### config.mk
export PLATFORM = sky130hd
export DESIGN_NAME = atl_ctrl
export DESIGN_NICKNAME = d
export VERILOG_FILES = /design/src/sv/atl_pkg.sv /design/src/sv/atl_ctrl.sv
export SDC_FILE = /design/constraint.sdc
export NUM_CORES = 1
export LEC_CHECK = 0
export BUFFER_PORTS_ARGS = -buffer_cell sky130_fd_sc_hd__buf_2
export CAP_MARGIN = 20
export CORE_MARGIN = 10
export CORE_UTILIZATION = 45
export DETAILED_ROUTE_END_ITERATION = 8
export PLACE_DENSITY_LB_ADDON = 0.1
export REMOVE_ABC_BUFFERS = 1
export SLEW_MARGIN = 10
export SYNTH_ARGS = -nofsm -noshare
export SYNTH_HDL_FRONTEND = slang
export SYNTH_SLANG_ARGS = --single-unit
### constraint.sdc
create_clock -name clk -period 1.9 [get_ports clk]
set_input_delay 0.095 -clock clk [delete_from_list [all_inputs] [get_ports clk]]
set_output_delay 0.095 -clock clk [all_outputs]
set_load 0.01 [all_outputs]
### src/sv/atl_pkg.sv
// ----------------------------------------------------------------------------
// atl_pkg: shared types and constants of the assembler token lexer
// Token kinds, lexer modes, keyword table, payload structs.
// ----------------------------------------------------------------------------
package atl_pkg;

  localparam int MAX_TEXT = 32;
  localparam int TW = $clog2(MAX_TEXT);
  localparam int NKW = 49;
  localparam logic [23:0] LINE_MAX = 24'hFFFFFF;

  localparam logic [7:0] CH_LF    = 8'd10;
  localparam logic [7:0] CH_TAB   = 8'd9;
  localparam logic [7:0] CH_AT    = 8'h40;
  localparam logic [7:0] CH_SEMI  = 8'h3B;
  localparam logic [7:0] CH_HASH  = 8'h23;
  localparam logic [7:0] CH_QUOTE = 8'h22;

  typedef enum logic [3:0] {
    K_IDENT = 4'd0, K_KEYWORD = 4'd1, K_NUMBER = 4'd2, K_STRING = 4'd3,
    K_PLUS = 4'd4, K_MINUS = 4'd5, K_COMMA = 4'd6, K_LBRACK = 4'd7,
    K_RBRACK = 4'd8, K_COLON = 4'd9, K_END = 4'd10, K_UNKNOWN = 4'd11
  } kind_t;

  typedef enum logic [2:0] {
    M_IDLE, M_IDENT, M_NUM, M_STR, M_COMMENT
  } mode_t;

  typedef enum logic [2:0] {
    S_READY,   // waiting for a character
    S_DECIDE,  // keyword search runs, pick emission
    S_HDR,     // sending the text header
    S_TEXT,    // sending text rows
    S_AFTER,   // sending the follow-up token of the ending character
    S_ENDTOK   // sending the end token
  } state_t;

  typedef struct packed {
    logic [7:0] char_in;
    logic       end_of_file;
  } in_t;

  typedef struct packed {
    logic [3:0]  kind;
    logic [5:0]  keyword_index;
    logic [31:0] number_value;
    logic [5:0]  text_length;
    logic        truncated;
    logic [23:0] line_number;
    logic        is_text;
    logic [7:0]  text_char;
    logic        last;
  } out_t;

  // keyword table, characters packed low byte first, zero padded
  function automatic logic [63:0] kw_text(input logic [5:0] k);
    case (k)
      6'd0:  kw_text = 64'h6C61;         6'd1:  kw_text = 64'h6C63;
      6'd2:  kw_text = 64'h6C64;         6'd3:  kw_text = 64'h6C62;
      6'd4:  kw_text = 64'h6861;         6'd5:  kw_text = 64'h6863;
      6'd6:  kw_text = 64'h6864;         6'd7:  kw_text = 64'h6862;
      6'd8:  kw_text = 64'h786165;       6'd9:  kw_text = 64'h786365;
      6'd10: kw_text = 64'h786465;       6'd11: kw_text = 64'h786265;
      6'd12: kw_text = 64'h707365;       6'd13: kw_text = 64'h706265;
      6'd14: kw_text = 64'h697365;       6'd15: kw_text = 64'h696465;
      6'd16: kw_text = 64'h766F6D;       6'd17: kw_text = 64'h706D63;
      6'd18: kw_text = 64'h627573;       6'd19: kw_text = 64'h646461;
      6'd20: kw_text = 64'h646E61;       6'd21: kw_text = 64'h726F;
      6'd22: kw_text = 64'h61656C;       6'd23: kw_text = 64'h6C6C6163;
      6'd24: kw_text = 64'h746E69;       6'd25: kw_text = 64'h6C756D69;
      6'd26: kw_text = 64'h76696469;     6'd27: kw_text = 64'h67656E69;
      6'd28: kw_text = 64'h636E69;       6'd29: kw_text = 64'h63656469;
      6'd30: kw_text = 64'h706D6A;       6'd31: kw_text = 64'h656A;
      6'd32: kw_text = 64'h656E6A;       6'd33: kw_text = 64'h65746573;
      6'd34: kw_text = 64'h656E746573;   6'd35: kw_text = 64'h67746573;
      6'd36: kw_text = 64'h6567746573;   6'd37: kw_text = 64'h6C746573;
      6'd38: kw_text = 64'h656C746573;   6'd39: kw_text = 64'h68737570;
      6'd40: kw_text = 64'h706F70;       6'd41: kw_text = 64'h746572;
      6'd42: kw_text = 64'h6E6F6974636573; 6'd43: kw_text = 64'h6C61626F6C67;
      6'd44: kw_text = 64'h757165;       6'd45: kw_text = 64'h73656D6974;
      6'd46: kw_text = 64'h6264;         6'd47: kw_text = 64'h7764;
      6'd48: kw_text = 64'h6464;
      default: kw_text = 64'h0;
    endcase
  endfunction

  function automatic logic [3:0] kw_len(input logic [5:0] k);
    logic [63:0] t;
    logic [3:0]  n;
    t = kw_text(k);
    n = 4'd0;
    for (int i = 0; i < 8; i++) begin
      if (t[8*i +: 8] != 8'h00) n = 4'(i + 1);
    end
    kw_len = n;
  endfunction

  function automatic logic is_alpha(input logic [7:0] c);
    is_alpha = (c >= 8'h61 && c <= 8'h7A) || (c >= 8'h41 && c <= 8'h5A) ||
               c == 8'h5F || c == CH_AT || c == 8'h2E;
  endfunction

  function automatic logic is_digit(input logic [7:0] c);
    is_digit = c >= 8'h30 && c <= 8'h39;
  endfunction

  // control commands from the controller to the datapath
  typedef struct packed {
    logic       latch;      // capture accepted character and update state
    logic       kw_clear;   // restart the keyword search
    logic       kw_step;    // compare one keyword
    logic       idx_clear;  // reset text read index
    logic       idx_step;   // advance text read index
    logic       out_load;   // load output register
    logic [2:0] sel;        // which row to build
    logic       set_last;
  } cmd_t;

  localparam logic [2:0] SEL_HDR   = 3'd0;
  localparam logic [2:0] SEL_TEXT  = 3'd1;
  localparam logic [2:0] SEL_KW    = 3'd2;
  localparam logic [2:0] SEL_NUM   = 3'd3;
  localparam logic [2:0] SEL_AFTER = 3'd4;
  localparam logic [2:0] SEL_END   = 3'd5;

  typedef struct packed {
    logic       finished;
    logic       eof;
    logic       flush_ident;  // pending identifier emission
    logic       flush_num;
    logic       flush_str;
    logic       after_tok;    // ending char yields a single-row token
    logic       kw_done;
    logic       kw_hit;
    logic       text_empty;
    logic       idx_last;
  } sts_t;

endpackage

### src/sv/atl_ctrl.sv
// ----------------------------------------------------------------------------
// atl_ctrl: lexer sequencer
// Takes one character, then walks keyword search and result emission.
// ----------------------------------------------------------------------------
module atl_ctrl import atl_pkg::*; (
  input  logic clk,
  input  logic rst_n,
  input  logic in_valid,
  output logic in_ready,
  output logic out_valid,
  input  logic out_ready,
  input  sts_t sts,
  output cmd_t cmd
);

  state_t state_r, state_nxt;
  logic   ov_r, ov_nxt;
  logic   fin_seen_r, fin_seen_nxt;
  logic   slot;

  // output register can take a new row
  assign slot = !ov_r || out_ready;
  assign out_valid = ov_r;

  always_ff @(posedge clk) begin
    if (!rst_n) begin
      state_r <= S_READY; ov_r <= 1'b0; fin_seen_r <= 1'b0;
    end else begin
      state_r <= state_nxt; ov_r <= ov_nxt;
      fin_seen_r <= fin_seen_nxt;
    end
  end

  always_comb begin
    logic emit;
    logic more_after;
    state_nxt = state_r;
    fin_seen_nxt = fin_seen_r;
    cmd = '0;
    emit = 1'b0;
    in_ready = 1'b0;
    more_after = sts.after_tok || sts.eof;
    case (state_r)
      S_READY: begin
        in_ready = 1'b1;
        if (in_valid) begin
          cmd.latch = 1'b1;
          cmd.kw_clear = 1'b1;
          cmd.idx_clear = 1'b1;
          fin_seen_nxt = sts.finished;
          state_nxt = S_DECIDE;
        end
      end
      S_DECIDE: begin
        if (fin_seen_r) begin
          state_nxt = S_ENDTOK;
        end else if (sts.flush_ident) begin
          cmd.kw_step = 1'b1;
          if (sts.kw_done) begin
            if (sts.kw_hit) begin
              if (slot) begin
                emit = 1'b1; cmd.sel = SEL_KW; cmd.set_last = !more_after;
                state_nxt = sts.after_tok ? S_AFTER : (sts.eof ? S_ENDTOK : S_READY);
              end
            end else begin
              state_nxt = S_HDR;
            end
          end
        end else if (sts.flush_str) begin
          state_nxt = S_HDR;
        end else if (sts.flush_num) begin
          if (slot) begin
            emit = 1'b1; cmd.sel = SEL_NUM; cmd.set_last = !more_after;
            state_nxt = sts.after_tok ? S_AFTER : (sts.eof ? S_ENDTOK : S_READY);
          end
        end else if (sts.eof) begin
          state_nxt = S_ENDTOK;
        end else if (sts.after_tok) begin
          state_nxt = S_AFTER;
        end else begin
          state_nxt = S_READY;
        end
      end
      S_HDR: begin
        if (slot) begin
          emit = 1'b1; cmd.sel = SEL_HDR;
          cmd.set_last = sts.text_empty && !more_after;
          cmd.idx_step = 1'b1;  // registered read of entry 0 starts
          state_nxt = !sts.text_empty ? S_TEXT :
                      (sts.after_tok ? S_AFTER : (sts.eof ? S_ENDTOK : S_READY));
        end
      end
      S_TEXT: begin
        if (slot) begin
          emit = 1'b1; cmd.sel = SEL_TEXT;
          cmd.set_last = sts.idx_last && !more_after;
          cmd.idx_step = 1'b1;
          if (sts.idx_last)
            state_nxt = sts.after_tok ? S_AFTER : (sts.eof ? S_ENDTOK : S_READY);
        end
      end
      S_AFTER: begin
        if (slot) begin
          emit = 1'b1; cmd.sel = SEL_AFTER; cmd.set_last = 1'b1;
          state_nxt = S_READY;
        end
      end
      S_ENDTOK: begin
        if (slot) begin
          emit = 1'b1; cmd.sel = SEL_END; cmd.set_last = 1'b1;
          state_nxt = S_READY;
        end
      end
      default: state_nxt = S_READY;
    endcase
    cmd.out_load = emit;
    ov_nxt = emit ? 1'b1 : (out_ready ? 1'b0 : ov_r);
  end

endmodule

# [Word level (Yosys, flattened, before mapping)]
# Cells that the tools add are included.
[op_classes] eq_ne=11 mux=50 n_reduce_logical=13
[ops] operator="$mux W3" count=23
[ops] operator="$pmux W4 S5" count=1
[ops] operator="$mux W1" count=17
[ops] operator="$mux W4" count=4
[ops] operator="$pmux W3 S5" count=1
[ops] operator="$ne A2 B2 Y1 const B" count=4
[ops] operator="$eq A3 B2 Y1 const B" count=2
[ops] operator="$eq A3 B3 Y1 const B" count=2
[ops] operator="$mux W2" count=3
[ops] operator="$reduce_and A6 Y1" count=1
[ops] operator="$ne A4 B4 Y1 const B" count=1
[ops] operator="$reduce_or A2 Y1" count=2
[ops] operator="$reduce_or A4 Y1" count=1
[ops] operator="$eq A3 B1 Y1 const B" count=1
[ops] operator="$logic_not A3 Y1" count=1
[ops] operator="$logic_and A1 B1 Y1" count=2
[ops] operator="$logic_not A1 Y1" count=2
[ops] operator="$logic_or A1 B1 Y1" count=2
[ops] operator="$ne A2 B1 Y1 const B" count=1
[ops] operator="$pmux W1 S2" count=1
[ops] operator="$reduce_and A2 Y1" count=1
[ops] operator="$reduce_bool A2 Y1" count=1
[word_totals] regBits=5 input_bits=14 out_inout_bits=12 wordCells=77

# [Depth between registers and ports, before layout]
# Gate-level depths: netlist (run 1).
[depth] ltp_word=9 mapped_depth=7 mapped_depth_nobuf=6

# [Least setup slack after synthesis (run 1)]
# No wires, ideal clock.
[synth_timing] path_type="register to register" startpoint="register state_r[1]" endpoint="register state_r[2]" setup_ps=75 arrival_ps=1646 required_time_ps=1825 slack_ps=180 path_stages_with_launch=8 path_buffers=1 synth_period_minus_slack_ps=1720 cell_sequence="dfxtp_1 buf_2 inv_1 ha_1 a32oi_2 nand3_2 or3b_1 o22ai_1"
[synth_via] elab_chain_len=4 elab_cells_between_ends=15 cone_classes="eq/ne (11); mux (1); reduce/logical (3)"
[synth_rtl] item="from (decl)" line_no="atl_ctrl.sv:16" rtl="state_t state_r, state_nxt;"
[synth_rtl] item="from (signal assigned)" line_no="atl_ctrl.sv:29" rtl="state_r <= state_nxt; ov_r <= ov_nxt;"
[synth_rtl] item="$eq A3 B3 Y1" line_no="atl_ctrl.sv:43" rtl="case (state_r)"
[synth_rtl] item="$reduce_or A2 Y1 (no line)"
[synth_rtl] item="$ne A2 B1 Y1 (no line)"
[synth_rtl] item="$reduce_and A6 Y1 (no line)"
# Parallel ways exist; a longest one is shown, timed or not.
# A chain may end at the register's enable or synchronous reset.

==> flow_summary.yaml, run 1 <==
setup_path:
  path_max_fanout: 5
  critPathLaunchType: "flop"
  crit_type: "reg -> out"
  ff2ff_setup_slack_ns: 0.23
  rr_startpoint: "state_r[2]$_SDFFE_PN0P_"
  cp_slowest_cell: "dfxtp_2"
  reg2reg_depth: 6
  path_cells: "inv_1 > ha_1 > a22oi_1 > o21ai_0 > and3_2 > buf_2"
  critical_path.top_delay_family: "flip-flops"
  critPathBufInv: 2
  cp_num_cells: 6
  critPathRequiredTime_ns: 1.80
  arrival_ns: 1.67
  critPathLaunch: "state_r[1]$_SDFFE_PN0P_"
  crit_path_end_kind: "primary output"
  critPathMaxStageDelay_ns: 0.38
clocking:
  cts_max_level: 1
  cts_tree: "yes"
  clk_pin_slew_ns: 0.04
  clockBufferDepth: 2
  post_cts_buffers: 0
  cts_root_buf: "clkbuf_4"
  clock_latency_ns: 0.24
  numCtsBuffers: 3
  clkSinkCount: 5
  cts_hold_buf: 0
  cts.repair.resized: 0
routing:
  drtIter0Drc: 16
  route.detailed.drc: 0
  wl_um: 1750
  post_drt_via_cell_ratio: 5.37
  drtAntennaViolNets: 0
  vias: 661
  wl_per_cell_um: 14.3
  drt-pass1-iter-count: 4
logic_synthesis:
  ys_seq_area_frac: 0.166
  synth.top_cell.area_share: 0.166
  ys_ff_latch: 5
  synthMuxAreaShare: 0.0352
  synthAdderAreaFrac: 0.0621
  yosys.area_share.xor_xnor: 0
  syn_area_per_cell_um2: 7.37
  yosys.area.top_type: "dfxtp_1"
  synth_compound_area_frac: 0.246
  synth_top_family_by_area: "simple AND/OR/NAND/NOR gates"
  synthSimpleGateAreaFrac: 0.395
  synth.distinct_cells: 38
  synth_area_leaders: "dfxtp_1, nor2_1, ha_1"
  syn_inst: 82
  yosys_warnings: 0
  synth.cell_area_um2: 604
placement:
  hpwl_um: 1470
  io_buffers: 25
  place.gp.congestion: 0.857
min_path:
  worstHoldPathType: "in -> reg"
  worst_hold_startpoint: "sts[9]"
  holdPathStages: 3
power:
  p_int_mw: 0.419
  sw_frac_of_total: 0.439
  power_frac_comb: 0.617
  power_density_mw_per_mm2: 988
  pwr-share-seq: 0.223
  peakVddDrop_v: 0.000591
  clkPwrFrac: 0.160
  leakage_nw: 0.349
  p_total_mw: 0.746
  switchingPower_mw: 0.327
global_routing:
  antenna_found_initial: 0
  grt_pass1_wl_um: 2790
  gr-usage-met1: 0.112
  track_usage: 0.104
  grtUsageMet3: 0.0292
  gr-max-usage-layer: "met2"
  grt_max_degree: 10
  grt_use_met2: 0.180
  overflow: 0
  grt_pass1_vias: 643
final_layout:
  final_nets: 126
  n_antenna_cell: 0
  syn2layout_area_growth_pct: 24.8
  drive_gt1_frac: 0.389
sta:
  final_min_period_over_clock_period: 0.930
  hold_violations: 0
  setup_viol: 0
  fin_setup_tns_ns: 0
  worst_pin_slew_ns: 0.409
  rsz0062_at_grt: "no"
  period_minus_slack_ns: 1.77
  fmax_ghz: 0.566
  fin_skew_ns: 0.000995
  drv_slew: 0
  slew_headroom: 0.727
die:
  num_rows: 13
  pin_count: 26
  coreArea_mm2: 0.00128
  die_w_um: 56.6
  die_height_um: 56.6
  start_util: 0.470
  die_area_mm2: 0.00321
run:
  max_cap_viol_count: 0
run_status:
  status: "finished, final reports clean"
## cell families after synthesis
logic type | count (synthesis)
compound gates | 22
flops | 5
fa+ha+maj | 3
buf+inv | 9
simple gates | 41
mux | 2
## final cells by class
| cell class | count | area, um2 |
|---|---|---|
| Inverter | 3 | 11.3 |
| Sequential cell | 5 | 101 |
| Fill cell | 139 | 531 |
| Clock buffer | 4 | 26.3 |
| Tap cell | 15 | 18.8 |
| Timing Repair Buffer | 28 | 148 |
| Multi-Input combinational cell | 68 | 449 |
## path summary, 6_finish.rpt
kind                             end
max reg2reg  state_r[2]$_SDFFE_PN0P_
max                           cmd[1]
min reg2reg  fin_seen_r$_SDFFE_PN0P_
min          fin_seen_r$_SDFFE_PN0P_
## state kept, by name (all words and copies together), names as in the netlist
signal and flops:
out_valid 1, state_r 3, fin_seen_r 1
## cells in the final DEF, fill, tap and decap left out, types with 3 or more instances in the layout
cell type and count:
nand2_1 8, dfxtp_1 4, nor3_1 3, clkbuf_4 3, ha_1 3, and2_1 3
o21ai_0 5, buf_2 25, nor2_1 10, inv_1 3, a21oi_1 5, buf_4 3
## per-stage QoR
stage / setup slack, ns / instance area [um2] / util / std cells / hold WS (ns)
6_report: 0.133 / 754 / 0.587 / 123 / 0.117
5_1_grt: 0.0140 / 754 / 0.587 / 123 / 0.144
4_1_cts: 0.0492 / 751 / 0.584 / 123 / 0.114
3_5_place_dp: 0.161 / 724 / 0.564 / 119 / 0.363
3_3_place_gp: 0.218 / 724 / 0.564 / 119 / 0.358
2_1_floorplan: 0.188 / 558 / - / 76 / 0.223
## synth_stat cells
master	n
nor2_1	11
mux2_2	1
mux2i_1	1
o22ai_1	2
o21bai_1	1
or3b_1	1
and2_1	3
nor4b_4	1
nor3_1	3
a22oi_1	1
buf_2	1
and3_2	1
dfxtp_1	5
inv_1	3
a31oi_1	1
ha_1	3
nand2b_1	2
o21ai_0	5
a2111o_1	1
nor3b_1	1
nor2b_2	1
nor2b_1	2
a21boi_1	1
and2b_4	1
buf_4	4
a21oi_1	5
nand3_2	1
nand2_1	8
o31a_1	1
a221oi_1	1
and2_2	1
and2b_2	1
a211oi_1	1
or3_1	1
nand3_1	2
buf_6	1
a32oi_2	1
o21ai_1	1
## per-layer routing
layer  vias to the layer above  share of wire  wire (um)
li1                        339              -          -
met1                       297           0.42        737
met2                        23           0.50        871
met3                         2          0.078        137
met4                         0         0.0046          8
met5                         -              0          0
## worst reg2reg max path: stages, from the launching register on
cell	delay, ns
dfxtp_1	0.30
buf_4	0.17
ha_1	0.19
a32oi_2	0.23
nand3_2	0.14
or3b_1	0.39
o22ai_1	0.17
## power groups by stage
stage / registers (mW) / clock network [mW] / logic, mW
global route: 0.170 / 0.130 / 0.508
global placement: 0.165 / 0 / 0.458
detailed placement: 0.166 / 0 / 0.461
floorplan: 0.180 / 0 / 0.279
finish: 0.166 / 0.119 / 0.460
CTS: 0.164 / 0.123 / 0.463
(Power assumes the default switching activity.)
==> run 2, diff against run 1 <==
==> constraint.sdc (replaced) <==
create_clock -name clk -period 1.9 [get_ports clk]
set_input_delay 0.19 -clock clk [delete_from_list [all_inputs] [get_ports clk]]
set_output_delay 0.19 -clock clk [all_outputs]
set_load 0.01 [all_outputs]
==> flow_summary.yaml, run 2 (same netlist as run 1, synthesis figures left out) <==
placement:
  dp_cells: 119
  post-place-ws_ns: 0.195
  io_buffers: 25
  place.gp.congestion: 0.851
  hpwl_um: 1460
global_routing:
  overflow: 0
  grt_max_degree: 11
  antenna_found_initial: 0
  grt_pass1_vias: 694
  grt_pass1_wl_um: 3040
  track_usage: 0.110
run:
  max_cap_viol_count: 0
final_layout:
  utilization: 0.628
  top_register: "state_r"
  instances_no_fill: 127
  largest_reg_flops: 3
  layout_common_cells: "buf_2, nor2_1, nand2_1"
  drive_gt1_frac: 0.438
  n_antenna_cell: 0
  final_common_cell: "buf_2"
  nFillCells: 128
  syn2layout_area_growth_pct: 33.5
  final_nets: 130
sta:
  fmax_ghz: 0.536
  hold_violations: 0
  fin_skew_ns: 0.00146
  fin_setup_tns_ns: 0
  worst_pin_slew_ns: 0.412
  setup_viol: 0
  drv_slew: 0
  slew_headroom: 0.725
  period_minus_slack_ns: 1.87
  worst_slack_ns: 0.0348
  final_min_period_over_clock_period: 0.982
  rsz0062_at_grt: "yes"
clocking:
  clk_pin_slew_ns: 0.04
  clkSinkCount: 5
  cts_root_buf: "clkbuf_4"
  numCtsBuffers: 3
  clockBufferDepth: 2
  cts_tree: "yes"
  cts_max_level: 1
  clock_latency_ns: 0.23
die:
  die_height_um: 56.6
  die_w_um: 56.6
  num_rows: 13
  pin_count: 26
  die_area_mm2: 0.00321
  start_util: 0.470
  coreArea_mm2: 0.00128
power:
  leakage_nw: 0.374
  peakVddDrop_v: 0.000518
  p_total_mw: 0.796
  power_density_mw_per_mm2: 987
setup_path:
  cp_slowest_cell: "dfxtp_2"
  arrival_ns: 1.68
  crit_path_end_kind: "primary output"
  critPathRequiredTime_ns: 1.71
  path_max_fanout: 4
  crit_type: "reg -> out"
  critPathMaxStageDelay_ns: 0.32
  critPathLaunchType: "flop"
  path_cells: "buf_6 > nor4b_4 > nand2_1 > nor2_2 > a31oi_1 > o21bai_1 > buf_2"
routing:
  wl_per_cell_um: 15.0
  wl_um: 1910
  wl_met1_um: 771
  vias: 707
  post_drt_via_cell_ratio: 5.57
  dr_wl_met3_um: 152
  drtAntennaViolNets: 0
  drtIter0Drc: 23
  drt-pass1-iter-count: 4
  wl_met2_um: 973
  top_layer_used: "met4"
  route.detailed.drc: 0
min_path:
  worstHoldPathType: "in -> reg"
run_status:
  status: "finished, final reports clean"
## run 2: final timing paths
| check | from | endpoint | slack [ns] | cells past startpoint |
|---|---|---|---|---|
| worst max-delay path | state_r[2]$_SDFFE_PN0P_ | cmd[0] | 0.03 | 7 |
| worst min-delay path | sts[9] | fin_seen_r$_SDFFE_PN0P_ | 0.22 | 3 |
| worst max register to register | state_r[1]$_SDFFE_PN0P_ | state_r[2]$_SDFFE_PN0P_ | 0.21 | 6 |
| worst min register to register | state_r[0]$_SDFFE_PN0P_ | state_r[0]$_SDFFE_PN0P_ | 0.55 | 2 |
## run 2: cell type report
| class | instances | area (um2) | share of cell area |
|---|---|---|---|
| clock buffers | 4 | 26.3 | 0.0326 |
| inverters | 3 | 11.3 | 0.0140 |
| multi-input cells | 68 | 462 | 0.572 |
| flip-flops and latches | 5 | 104 | 0.129 |
| well taps | 15 | 18.8 | 0.0233 |
| repair buffers | 32 | 185 | 0.229 |
## run 2: critical path: cells and delay by family, from the launching register on
kind	cells	cell delay, ns
buffers and inverters	2	0.28
flip-flops	1	0.32
AND/OR/NAND/NOR	3	0.61
AO/OA/AOI/OAI	2	0.23
## run 2: power by group
group          internal [mW]  total [mW]  switching, mW  leakage [nW]
Sequential             0.135       0.176         0.0411        0.0421
Clock                 0.0790       0.117         0.0378        0.0150
Combinational          0.239       0.503          0.264         0.317
## run 2: routing by layer
layer | vias up | track usage
met2 | 27 | 0.182
met4 | 0 | 0.0275
li1 | 350 | -
met3 | 2 | 0.0404
met5 | - | 0
met1 | 328 | 0.130
## run 2: through the flow
stage          area, um2  hold WS, ns
6_report             807        0.225
5_1_grt              807        0.258
4_1_cts              754        0.221
3_5_place_dp         724        0.465
3_3_place_gp         724        0.456
2_1_floorplan        558        0.318
## run 2: what timing repair did
action,4_1_cts,5_1_grt
hold buffers,0,0
hold endpoints to repair,0,0
setup buffers,0,4
endpoints found under the setup margin,1,2
pin swaps,0,4
gates resized for setup,2,5
==> run 3, diff against run 2 <==
--- a/config.mk
+++ b/config.mk
@@ -11,7 +11,7 @@
 export CORE_UTILIZATION = 45
 export DETAILED_ROUTE_END_ITERATION = 8
 export PLACE_DENSITY_LB_ADDON = 0.1
-export REMOVE_ABC_BUFFERS = 1
+export SETUP_SLACK_MARGIN = 0.1
 export SLEW_MARGIN = 10
 export SYNTH_ARGS = -nofsm -noshare
 export SYNTH_HDL_FRONTEND = slang
==> flow_summary.yaml, run 3 (same netlist as run 1, synthesis figures left out) <==
setup_path:
  critPathLaunchType: "flop"
  crit_type: "reg -> out"
  crit_path_end_kind: "primary output"
  rr_startpoint: "fin_seen_r$_SDFFE_PN0P_"
  arrival_ns: 1.53
  reg2reg_to: "state_r[2]$_SDFFE_PN0P_"
  critPathRequiredTime_ns: 1.71
  reg2reg_depth: 6
  ff2ff_setup_slack_ns: 0.21
  path_max_fanout: 3
global_routing:
  grt_pass1_wl_um: 3030
  track_usage: 0.113
  grt_max_degree: 13
  overflow: 0
  grt_pass1_vias: 697
  antenna_found_initial: 0
min_path:
  min_to: "fin_seen_r$_SDFFE_PN0P_"
  worst_hold_startpoint: "sts[9]"
  holdPathStages: 3
  worstHoldPathType: "in -> reg"
sta:
  drv_slew: 0
  hold_violations: 0
  final_min_period_over_clock_period: 0.907
  worst_pin_slew_ns: 0.448
  period_minus_slack_ns: 1.72
  setup_viol: 0
  slew_headroom: 0.701
  worst_hold_slack_ns: 0.220
  fin_setup_tns_ns: 0
  fmax_ghz: 0.580
  rsz0062_at_grt: "yes"
  fin_skew_ns: 0.00142
routing:
  wl_per_cell_um: 15.4
  vias: 712
  drtIter0Drc: 22
  wl_um: 1940
  drt-pass1-iter-count: 4
  drtAntennaViolNets: 0
  route.detailed.drc: 0
  post_drt_via_cell_ratio: 5.65
clocking:
  cts_hold_buf: 0
  clk_pin_slew_ns: 0.04
  numCtsBuffers: 3
  cts_root_buf: "clkbuf_4"
  clkSinkCount: 5
  cts_max_level: 1
  cts_tree: "yes"
  clock_latency_ns: 0.24
  clockBufferDepth: 2
power:
  sw_frac_of_total: 0.442
  power_density_mw_per_mm2: 1010
  clkPwrFrac: 0.150
  p_int_mw: 0.456
  leakage_nw: 0.369
  peakVddDrop_v: 0.000612
  switchingPower_mw: 0.362
  pwr-share-seq: 0.214
  power_frac_comb: 0.636
die:
  start_util: 0.470
  coreArea_mm2: 0.00128
  num_rows: 13
  die_w_um: 56.6
  die_height_um: 56.6
  pin_count: 26
  die_area_mm2: 0.00321
final_layout:
  syn2layout_area_growth_pct: 34.2
  drive_gt1_frac: 0.450
  n_antenna_cell: 0
  final_nets: 129
  final_common_cell: "buf_2"
  layout_common_cells: "buf_2, nor2_1, nand2_1"
  largest_reg_flops: 3
  top_register: "state_r"
placement:
  hpwl_um: 1510
  place.gp.congestion: 0.871
  io_buffers: 25
run:
  max_cap_viol_count: 0
run_status:
  status: "finished, final reports clean"
logic_synthesis:
  synth_nets: 99
[run 3: what timing repair did]
item,CTS,global route
gates resized for setup,3,8
buffers inserted,1,3
pin swaps,1,3
endpoints found under the setup margin,2,3
[run 3: metrics by stage]
| step | power [mW] | instances | area [um2] | worst slack [ns] | util |
|---|---|---|---|---|---|
| after CTS | 0.767 | 123 | 767 | 0.0511 | 0.597 |
| final | 0.818 | 126 | 811 | 0.177 | 0.631 |
| after global routing | 0.886 | 126 | 811 | 0.0301 | 0.631 |
| after detailed placement | 0.617 | 118 | 717 | 0.207 | 0.558 |
| after global placement | 0.614 | 118 | 717 | 0.228 | 0.558 |
| after floorplan | 0.517 | 82 | 604 | 0.139 | - |
[run 3: worst max path at each step]
stage / endpoint / start / cells after the start
after floorplan: cmd[0] / state_r[1]$_SDFFE_PN0P_ / 6
final: cmd[0] / state_r[2]$_SDFFE_PN0P_ / 7
after CTS: cmd[0] / state_r[1]$_SDFFE_PN0P_ / 7
after global routing: cmd[0] / state_r[2]$_SDFFE_PN0P_ / 7
after detailed placement: cmd[0] / state_r[0]$_SDFFE_PN0P_ / 6
after global placement: cmd[0] / state_r[0]$_SDFFE_PN0P_ / 6
[run 3: critical path: stages (launching register included)]
cell and delay (ns):
dfxtp_2 0.33, buf_6 0.12, nor4b_4 0.29, nand2_2 0.12
nor2_4 0.10, a31oi_1 0.05, o21bai_1 0.13, buf_2 0.15
[run 3: final cells by class]
class                           instances  area [um2]
Clock buffer                            4        26.3
Fill cell                             128         474
Tap cell                               15        18.8
Sequential cell                         5         103
Timing Repair Buffer                   31         178
Inverter                                3        11.3
Multi-Input combinational cell         68         474
[run 3: routing by layer]
layer | up-vias | wire length [um] | share of wire | GRT usage
met5 | - | 0 | 0 | 0
met4 | 0 | 30 | 0.015 | 0.0722
met3 | 4 | 136 | 0.070 | 0.0315
met2 | 33 | 979 | 0.50 | 0.185
met1 | 326 | 792 | 0.41 | 0.124
li1 | 349 | - | - | -
[run 3: power groups by stage]
stage / Combinational (mW) / Sequential [mW] / Clock [mW]
floorplan: 0.362 / 0.155 / 0
global placement: 0.445 / 0.170 / 0
detailed placement: 0.446 / 0.171 / 0
CTS: 0.467 / 0.171 / 0.129
global route: 0.568 / 0.181 / 0.136
finish: 0.520 / 0.175 / 0.123
